### src/sv/kwmf_pkg.sv
`timescale 1ns / 1ps
// ----------------------------------------------------------------------------
// kwmf_pkg
// Shared constants and types for the keypoint window median filter.
// ----------------------------------------------------------------------------
package kwmf_pkg;

	// configuration of the filter
	localparam int WINDOW     = 5;
	localparam int NUM_POINTS = 21;
	localparam int COORDS     = 3;

	// field widths
	localparam int IDX_W   = 5;
	localparam int COORD_W = 32;
	localparam int DATA_W  = COORDS * COORD_W;

	// row address into the history memory
	localparam int ADDR_W = (NUM_POINTS > 1) ? $clog2(NUM_POINTS) : 1;

	// rank counters and the sorted position that is reported
	localparam int CNT_W = $clog2(WINDOW + 1);
	localparam logic [CNT_W-1:0] MED_POS = CNT_W'(WINDOW / 2);

	// point count as a limit for the index field, one bit wider
	localparam logic [IDX_W:0] PTS_LIM = (IDX_W + 1)'(NUM_POINTS);

	typedef logic [COORD_W-1:0] word_t;
	// one sample: x in element 0, then y, then z
	typedef word_t [COORDS-1:0] sample_t;
	// one keypoint history: newest sample in element 0
	typedef sample_t [WINDOW-1:0] row_t;
	// one coordinate over the window
	typedef word_t [WINDOW-1:0] column_t;

endpackage

### src/sv/kwmf_median.sv
`timescale 1ns / 1ps
// ----------------------------------------------------------------------------
// kwmf_median
// Rank-select median of one coordinate over the window, combinational.
// ----------------------------------------------------------------------------
module kwmf_median (
	input  kwmf_pkg::column_t vals,
	output kwmf_pkg::word_t   med
);
	import kwmf_pkg::*;

	logic [CNT_W-1:0] below     [WINDOW];
	logic [CNT_W-1:0] not_above [WINDOW];
	logic             found;

	// rank of every element by signed compare against every element of the window
	always_comb begin
		for (int i = 0; i < WINDOW; i++) begin
			below[i]     = '0;
			not_above[i] = '0;
			for (int j = 0; j < WINDOW; j++) begin
				if ($signed(vals[j]) < $signed(vals[i]))
					below[i] = below[i] + CNT_W'(1);
				if ($signed(vals[j]) <= $signed(vals[i]))
					not_above[i] = not_above[i] + CNT_W'(1);
			end
		end
	end

	// first element whose rank range covers the median position
	always_comb begin
		med   = '0;
		found = 1'b0;
		for (int i = 0; i < WINDOW; i++) begin
			if (!found && below[i] <= MED_POS && MED_POS < not_above[i]) begin
				med   = vals[i];
				found = 1'b1;
			end
		end
	end

endmodule

### config.mk
export PLATFORM = sky130hd
export DESIGN_NAME = kwmf_median
export DESIGN_NICKNAME = d
export VERILOG_FILES = /design/src/sv/kwmf_pkg.sv /design/src/sv/kwmf_median.sv
export SDC_FILE = /design/constraint.sdc
export NUM_CORES = 1
export LEC_CHECK = 0
export BUFFER_PORTS_ARGS = -buffer_cell sky130_fd_sc_hd__buf_2
export CAP_MARGIN = 20
export CORE_ASPECT_RATIO = 1.2
export CORE_MARGIN = 2
export CORE_UTILIZATION = 45
export DETAILED_ROUTE_END_ITERATION = 6
export PLACE_DENSITY_LB_ADDON = 0.05
export SLEW_MARGIN = 0
export SYNTH_ARGS = -nofsm -noshare
export SYNTH_HDL_FRONTEND = slang
export SYNTH_SLANG_ARGS = --single-unit
### constraint.sdc
create_clock -name vclk -period 5.39
set_input_delay 0.2695 -clock vclk [all_inputs]
set_output_delay 0.2695 -clock vclk [all_outputs]
set_load 0.1 [all_outputs]
## Word-level counts from Yosys, hierarchy flattened

Index checks and enable logic that the tools add are counted.

| word-level totals | value |
|---|---|
| logic and storage cells | 172 |
| memories | 0 |
| output and inout port bits | 32 |
| latch bits | 0 |
| bits in registers | 0 |
| bits in read-only memories | 0 |
| memory bits (writable) | 0 |
| input bits | 160 |

| operators by class | value |
|---|---|
| shift-type cells | 0 |
| $mul | 0 |
| bitwise gates (word level) | 0 |
| reduce and logical (&&, ||, !) cells | 13 |
| eq/ne operators | 0 |
| $add $sub $neg | 40 |
| mux-type cells | 59 |
| div/mod/pow operators | 0 |
| order comparisons | 60 |

Operators with widths:

| kind | number |
|---|---|
| $le 32x32->1 | 25 |
| $lt 32x32->1 | 25 |
| $mux 32 | 5 |
| $add 3x1->3 const B | 40 |
| $mux 3 | 40 |
| $le 3x2->1 const B | 5 |
| $lt 2x3->1 const A | 5 |
| $mux 1 | 14 |
| $logic_and 1x1->1 | 9 |
| $logic_not 1->1 | 4 |

## Logic depth before layout (Yosys ltp)

Gate-level depths: netlist (run 1).

| depth | value |
|---|---|
| depth after elaboration | 29 |
| gate-level depth with buffers | 29 |

## Worst setup path after synthesis (run 1)

OpenSTA, ideal clock, no wires.

| path | value |
|---|---|
| kind | input to output |
| from | in vals[65] (netlist bit) |
| to | out med[30] |
| path slack | -1474 ps |
| data required time | 5121 ps |
| data arrival time | 6594 ps |
| stages | 28 |
| cells stage by stage | inv_1 > ha_1 > nor2b_1 > o21a_1 > o21a_1 > o21a_1 > o21a_1 > o21a_1 > o21a_1 > o21ai_0 > a21boi_0 > nor3_1 > nor3_1 > ha_1 > clkbuf_1 > xnor2_1 > ha_1 > nor2b_1 > a21oi_1 > mux2i_1 > o31ai_1 > and4bb_1 > buf_2 > or3_1 > buf_2 > or2_1 > buf_6 > a41oi_1 |

| between the ends | value |
|---|---|
| word-level cells in the longest chain between the ends | 25 |

RTL lines:

| what | RTL line | source |
|---|---|---|
| from (decl) | kwmf_median.sv:7 | `input kwmf_pkg::column_t vals,` |
| branches (longest 24 deep; another with $lt 32x32->1) | -- |  |
| $mux 32 (*) | kwmf_median.sv:35 | `if (!found && below[i] <= MED_POS && MED_POS < not_above[i]) begin` |
| to (decl) | kwmf_median.sv:8 | `output kwmf_pkg::word_t med` |

Every way passes the cells marked *.

## Final worst setup path (run 1)

| path | value |
|---|---|
| from | in vals[9] (netlist bit) |
| to | out med[14] |

| between the ends | value |
|---|---|
| word-level cells in the longest chain between the ends | 29 |

RTL lines:

| what | RTL line |
|---|---|
| $lt 32x32->1 or $le 32x32->1 (tied branches) | kwmf_median.sv:22, kwmf_median.sv:24 |
| $mux 1 (on tied branches) | kwmf_median.sv:22, kwmf_median.sv:24 |
| $add 3x1->3 (on tied branches) | kwmf_median.sv:23, kwmf_median.sv:25 |
| $mux 3 (on tied branches) | kwmf_median.sv:22, kwmf_median.sv:24 |
| $add 3x1->3 (on tied branches) | kwmf_median.sv:23, kwmf_median.sv:25 |
| $mux 3 (on tied branches) | kwmf_median.sv:22, kwmf_median.sv:24 |
| $add 3x1->3 (on tied branches) | kwmf_median.sv:23, kwmf_median.sv:25 |
| $mux 3 (on tied branches) | kwmf_median.sv:22, kwmf_median.sv:24 |
| [10 not listed] | -- |
| $logic_and 1x1->1 (2 in series) | kwmf_median.sv:35 |
| $mux 1 | kwmf_median.sv:35 |
| $logic_not 1->1 | kwmf_median.sv:35 |
| $logic_and 1x1->1 (2 in series) | kwmf_median.sv:35 |
| $mux 1 | kwmf_median.sv:35 |
| $logic_not 1->1 | kwmf_median.sv:35 |
| $logic_and 1x1->1 (2 in series) | kwmf_median.sv:35 |
| $mux 32 (*) | kwmf_median.sv:35 |

Every way passes the cells marked *; elsewhere a longest branch is shown, timed or not.

==> metrics.csv, run 1 <==
stage,metric,value,unit
global_route,grt total ovfl,0,
job,Max-Cap Viols,0,
die,# rows,62,
placement,DP Wirelength,39600,um
layout,Seq cells,0,
pwr,total power per unit cell area,436,nW/um^2
worst_hold_path,Hold Path Class,input pin to output port,
synthesis,share of the synthesized area in the top cell type,0.407,
setup_path,Critical Path Fanout Max,7,
timing,worst-margin pin slew,0.602,ns
synthesis,Synth area leader,ha_1,
setup_path,Worst setup EP type,output port,
timing,worst hold slack,1.03,ns
die,die area,25200,sq um
worst_hold_path,Hold EP,med[6],
layout,Post-Layout Cell Count,2153,
timing,RSZ-0062 raised after global routing,yes,
placement,Cells after DPL,2137,
global_route,total track usage,0.361,
layout,Antenna diodes,0,
global_route,first-pass GRT wire length,72100,um
status,failing checks,negative setup slack,
drt,drt first pass iters,5,
setup_path,WP data arrival,5.39,ns
placement,final RePlAce weighted congestion,0.978,
timing,endpoints failing setup,32,
global_route,initial antenna violation count,0,
synthesis,Post-Syn Area,10800,sq um
timing,"Slew Viols, Final",0,
layout,nets,2349,
layout,Clock buffer cells,0,
die,Ports,192,
placement,placed cell areas,14700,sq um
synthesis,"top cells by area, synth","ha_1, a21oi_1, inv_1, a21o_1, nand4_1",
timing,worst setup margin,-0.270,ns
drt,Routed Antenna Nets,0,
drt,drt initial violations,693,
worst_hold_path,Hold Crit Start,vals[134],
layout,post-route cell area,15700,sq um
timing,period utilization,1.05,
drt,via count,13065,
setup_path,"Slowest-stage cell, CP",or3_4,
die,Core ar.,23700,sq um
pwr,Total Power,6830,uW
layout,"commonest non-fill, non-tap cell in the layout",ha_1,
drt,DR WL/cell,21.9,um
synthesis,sequential element share of the synthesized area,0,
global_route,pin count of the biggest net entering global routing,45,
setup_path,Setup CP Type,input pin to output port,
setup_path,max incr delay on CP,0.38,ns
die,die width,145,um
layout,layout cells sized above 1,0.325,
setup_path,startpoint types,input pin,
timing,final-report hold violation count,0,
synthesis,Syn Inst Count,1431,
global_route,vias in the first global route,12993,
layout,Fill cells,2096,
layout,Final Core Density,0.660,
drt,via/cell ratio,6.07,
pwr,static leakage,0.00773,uW
synthesis,Mean Syn Cell Area,7.52,sq um
placement,port bufs,192,
drt,DRC viols,0,
layout,Synth-to-Final Area Change,45.5,%
timing,Highest Clock Rate,177,MHz
status,status,"finished, violations left",
die,Vert. Die Dim,173,um
setup_path,Crit path required time,5.12,ns
synthesis,Netlist cell types,83,
timing,Worst slew margin,0.594,
worst_hold_path,Worst Hold Path Cells,4,
drt,final wirelength,47200,um
synthesis,syn nets,1945,
pwr,Peak VDD IR,0.795,mV
layout,sequential cell area,0,sq um
timing,"Min Clock Period, post-route",5.66,ns
layout,"commonest non-fill, non-tap cells in the layout","ha_1, buf_4, buf_2",
synthesis,Ys Warns,0,
die,starting density of the core,0.453,
power by group:
part	internal (uW)	switching (uW)	total [uW]
clock network	0	0	0
registers	0	0	0
logic	2670	4170	6830
cells by family (layout without fill, tap and decap cells):
family          after synthesis  after routing  share of synthesized area
compound gates              440            440                      0.296
buf+inv                     193            595                     0.0706
mux                           8              8                    0.00767
simple gates                428            428                      0.205
fa+ha+maj                   354            354                      0.414
xor+xnor                      8              8                    0.00651
repair_timing:
| item | in CTS | in global routing |
|---|---|---|
| hold buffers | 0 | 0 |
| resized for setup | 110 | 33 |
| setup endpoints to repair | 32 | 32 |
| gates cloned | 2 | 3 |
| pin swaps | 58 | 15 |
| setup buffers | 8 | 4 |
critical path, delay by kind of cell:
family | cells | cell delay [ns]
and+or+nand+nor | 7 | 1.41
adders and majority gates | 3 | 0.79
AOI/OAI and AO/OA | 13 | 2.09
buffers and inverters | 4 | 0.69
xor gates and xnor gates | 1 | 0.13
how the worst max path moves through the flow:
stage,start,to,depth (start not counted)
floorplan,vals[33],med[0],28
global placement,vals[73],med[30],29
detailed placement,vals[9],med[30],28
CTS,vals[81],med[14],29
global route,vals[81],med[14],29
finish,vals[9],med[14],28
layer usage:
layer / global-route usage / part of all wire / up-vias
met2: 0.658 / 0.48 / 504
met4: 0.185 / 0.069 / 0
met5: 0 / 0 / -
met1: 0.424 / 0.40 / 6137
li1: - / - / 6287
met3: 0.0242 / 0.052 / 137
synth_stat cells (all sizes together) (4+ instances only):
cell / instances
mux2i: 6
xnor2: 6
and4: 5
nor3: 51
o21a: 27
buf: 9
o211ai: 16
a221o: 4
or2: 6
nand2: 95
a21o: 76
a32oi: 33
nor2: 56
a21oi: 116
o22ai: 5
inv: 154
and3: 7
nand3: 66
nand4: 76
fa: 4
nand2b: 12
a21boi: 11
ha: 350
nor4: 13
o31a: 5
clkbuf: 30
nand3b: 4
nor2b: 19
a211oi: 11
or3: 7
o21ai: 57
a31oi: 36
metrics by stage:
stage,TNS (ns),worst slack [ns]
2_1_floorplan,-4.21,-0.158
3_3_place_gp,-15.65,-0.545
3_5_place_dp,-16.87,-0.575
4_1_cts,-3.68,-0.171
5_1_grt,-14.35,-0.472
6_report,-7.85,-0.270
cell type report:
| cell class | count | area (sq um) | area share |
|---|---|---|---|
| Multi-Input combinational cell | 1238 | 11100 | 0.707 |
| Timing Repair Buffer | 441 | 3600 | 0.230 |
| Inverter | 154 | 591 | 0.0377 |
| Tap cell | 320 | 400 | 0.0256 |
No activity file was read; power rests on OpenSTA's default activity.
==> run 2: changes to the inputs <==
ABC_AREA = 1   (was default)
PLACE_DENSITY = 0.69   (was default)
PLACE_DENSITY_LB_ADDON = default   (was 0.05)
==> run 2 against run 1 <==
  * Combinational power down 13%
  * Global-route usage down 6.2 points
  * Synthesized area down 1.4%
  * Highest routed layer unchanged
  * The flow now finishes without violations
==> metrics.csv, run 2 <==
stage,metric,value,unit
global_route,initial antenna violation count,0,
global_route,grt total ovfl,0,
layout,layout cells sized above 1,0.135,
pwr,static leakage,0.00738,uW
timing,RSZ-0062 raised after global routing,no,
layout,"commonest non-fill, non-tap cells in the layout","nand2_1, ha_1, inv_1",
setup_path,Critical Path Fanout Max,22,
synthesis,"top cells by count, synth","nand2_1, ha_1, inv_1",
synthesis,"top cells by area, synth","ha_1, nand2_1, inv_1, nand3_1, a21oi_1",
drt,via count,12124,
timing,Highest Clock Rate,199,MHz
synthesis,Syn Inst Count,1705,
timing,endpoints failing setup,0,
layout,Final Core Density,0.539,
drt,Routed Antenna Nets,0,
job,Max-Cap Viols,0,
pwr,Total Power,5950,uW
die,starting density of the core,0.457,
timing,"Min Clock Period, post-route",5.02,ns
status,status,finished clean,
drt,drt initial violations,783,
die,die width,144,um
placement,placed cell areas,12500,sq um
global_route,pin count of the biggest net entering global routing,45,
drt,via/cell ratio,5.49,
layout,Synth-to-Final Area Change,17.8,%
timing,period utilization,0.931,
timing,worst-margin pin slew,0.693,ns
timing,final-report hold violation count,0,
setup_path,critical-path cell list,"buf_2, inv_1, ha_1, nand2_1, nor4_2, nand3_1, o221ai_2, xor2_2, inv_1, nor2_1, inv_1, fa_1, o21bai_1, nand2_1, nand3_1, nand2_1, nor2_2, nand2_4, buf_4, nand3_1, nand2_1, nor2_1, nand3_1, buf_12",
setup_path,startpoint types,input pin,
clock_tree,Post CTS Setup Buffer Count,0,
synthesis,Mean Syn Cell Area,6.23,sq um
placement,Setup Slack @ Placement,0.188,ns
setup_path,Setup CP Type,input pin to output port,
synthesis,Netlist cell types,43,
global_route,vias in the first global route,11611,
drt,DRC viols,0,
synthesis,Ys Warns,0,
layout,Antenna diodes,0,
timing,"Slew Viols, Final",0,
setup_path,Worst setup EP type,output port,
synthesis,share of the synthesized area in the top cell type,0.413,
global_route,total track usage,0.299,
layout,nets,2409,
placement,port bufs,192,
synthesis,top-count cell post-synth,nand2_1,
die,Core ar.,23200,sq um
die,die area,24800,sq um
die,# rows,61,
drt,final wirelength,37400,um
placement,DP Wirelength,32900,um
setup_path,WP data arrival,4.75,ns
setup_path,Crit path required time,5.12,ns
layout,combined area of the multi-input logic cells,9520,sq um
layout,Seq cells,0,
worst_hold_path,Hold Path Class,input pin to output port,
layout,"commonest non-fill, non-tap cell in the layout",nand2_1,
synthesis,Post-Syn Area,10600,sq um
synthesis,Synth area leader,ha_1,
pwr,Peak VDD IR,1.09,mV
global_route,first-pass GRT wire length,58900,um
layout,sequential cell area,0,sq um
timing,Worst slew margin,0.534,
pwr,total power per unit cell area,476,nW/um^2
timing,worst setup margin,0.371,ns
drt,drt first pass iters,5,
layout,Clock buffer cells,0,
layout,Fill cells,2381,
timing,TNS Setup,0,ns
clock_tree,post_cts resized,0,
synthesis,sequential element share of the synthesized area,0,
synthesis,syn nets,2219,
placement,final RePlAce weighted congestion,0.972,
drt,DR WL/cell,17.0,um
layout,post-route cell area,12500,sq um
die,Vert. Die Dim,172,um
setup_path,max incr delay on CP,0.52,ns
setup_path,"Slowest-stage cell, CP",fa_1,
die,Ports,192,
clock_tree,hold buffers post-CTS,0,
==> run 2: cell count changes in the layout (fill, tap and decap cells not counted), sizes merged, moves of 19 or more <==
cell	change
a32oi	-33
a21oi	+29
inv	+96
nand2	+332
nor3	-37
nor2b	-19
a31oi	-35
nand4	-42
o21ai	-21
buf	-227
nand3	+121
a21o	-71
nor2	+113
==> run 2: critical path: cells and delay by family <==
family,cells,cell delay (ns)
buffers and inverters,6,0.94
adder cells (fa/ha/maj),2,0.88
XOR/XNOR,1,0.26
AND/OR/NAND/NOR,13,1.93
AO/OA/AOI/OAI,2,0.46
==> run 2: metal layers <==
metal / vias to the layer above / wire length (um) / track usage / part of all wire
li1: 6126 / - / - / -
met1: 5489 / 15400 / 0.355 / 0.41
met2: 417 / 18100 / 0.556 / 0.48
met3: 92 / 1970 / 0.0105 / 0.052
met4: 0 / 2010 / 0.130 / 0.054
met5: - / 0 / 0 / 0
==> run 2: worst paths after layout <==
kind                  start       to  slack, ns  depth (start not counted)
setup / recovery   vals[63]   med[1]       0.37                         24
hold / removal    vals[141]  med[13]       1.01                          4
==> run 2: cell type report <==
type                       instances  share of cell area
tap                              315              0.0315
multi-input combinational       1430               0.762
timing repair buffer             212               0.131
inverter                         251              0.0755
==> run 2: logic make-up after synthesis <==
family	synth area share
AO/OA/AOI/OAI	0.117
XOR/XNOR	0.00413
adder cells (fa/ha/maj)	0.420
buffers and inverters	0.106
AND/OR/NAND/NOR	0.353
==> run 2: stage by stage <==
stage | cells | hold WS [ns]
5_1_grt | 2208 | 1.02
3_3_place_gp | 2208 | 1.01
4_1_cts | 2208 | 1.01
6_report | 2208 | 1.01
3_5_place_dp | 2208 | 1.01
2_1_floorplan | 1705 | 1.28
==> run 2: power by group <==
group / switching [uW] / internal [uW]
Combinational: 4000 / 1950
Sequential: 0 / 0
Clock: 0 / 0
Total: 4000 / 1950
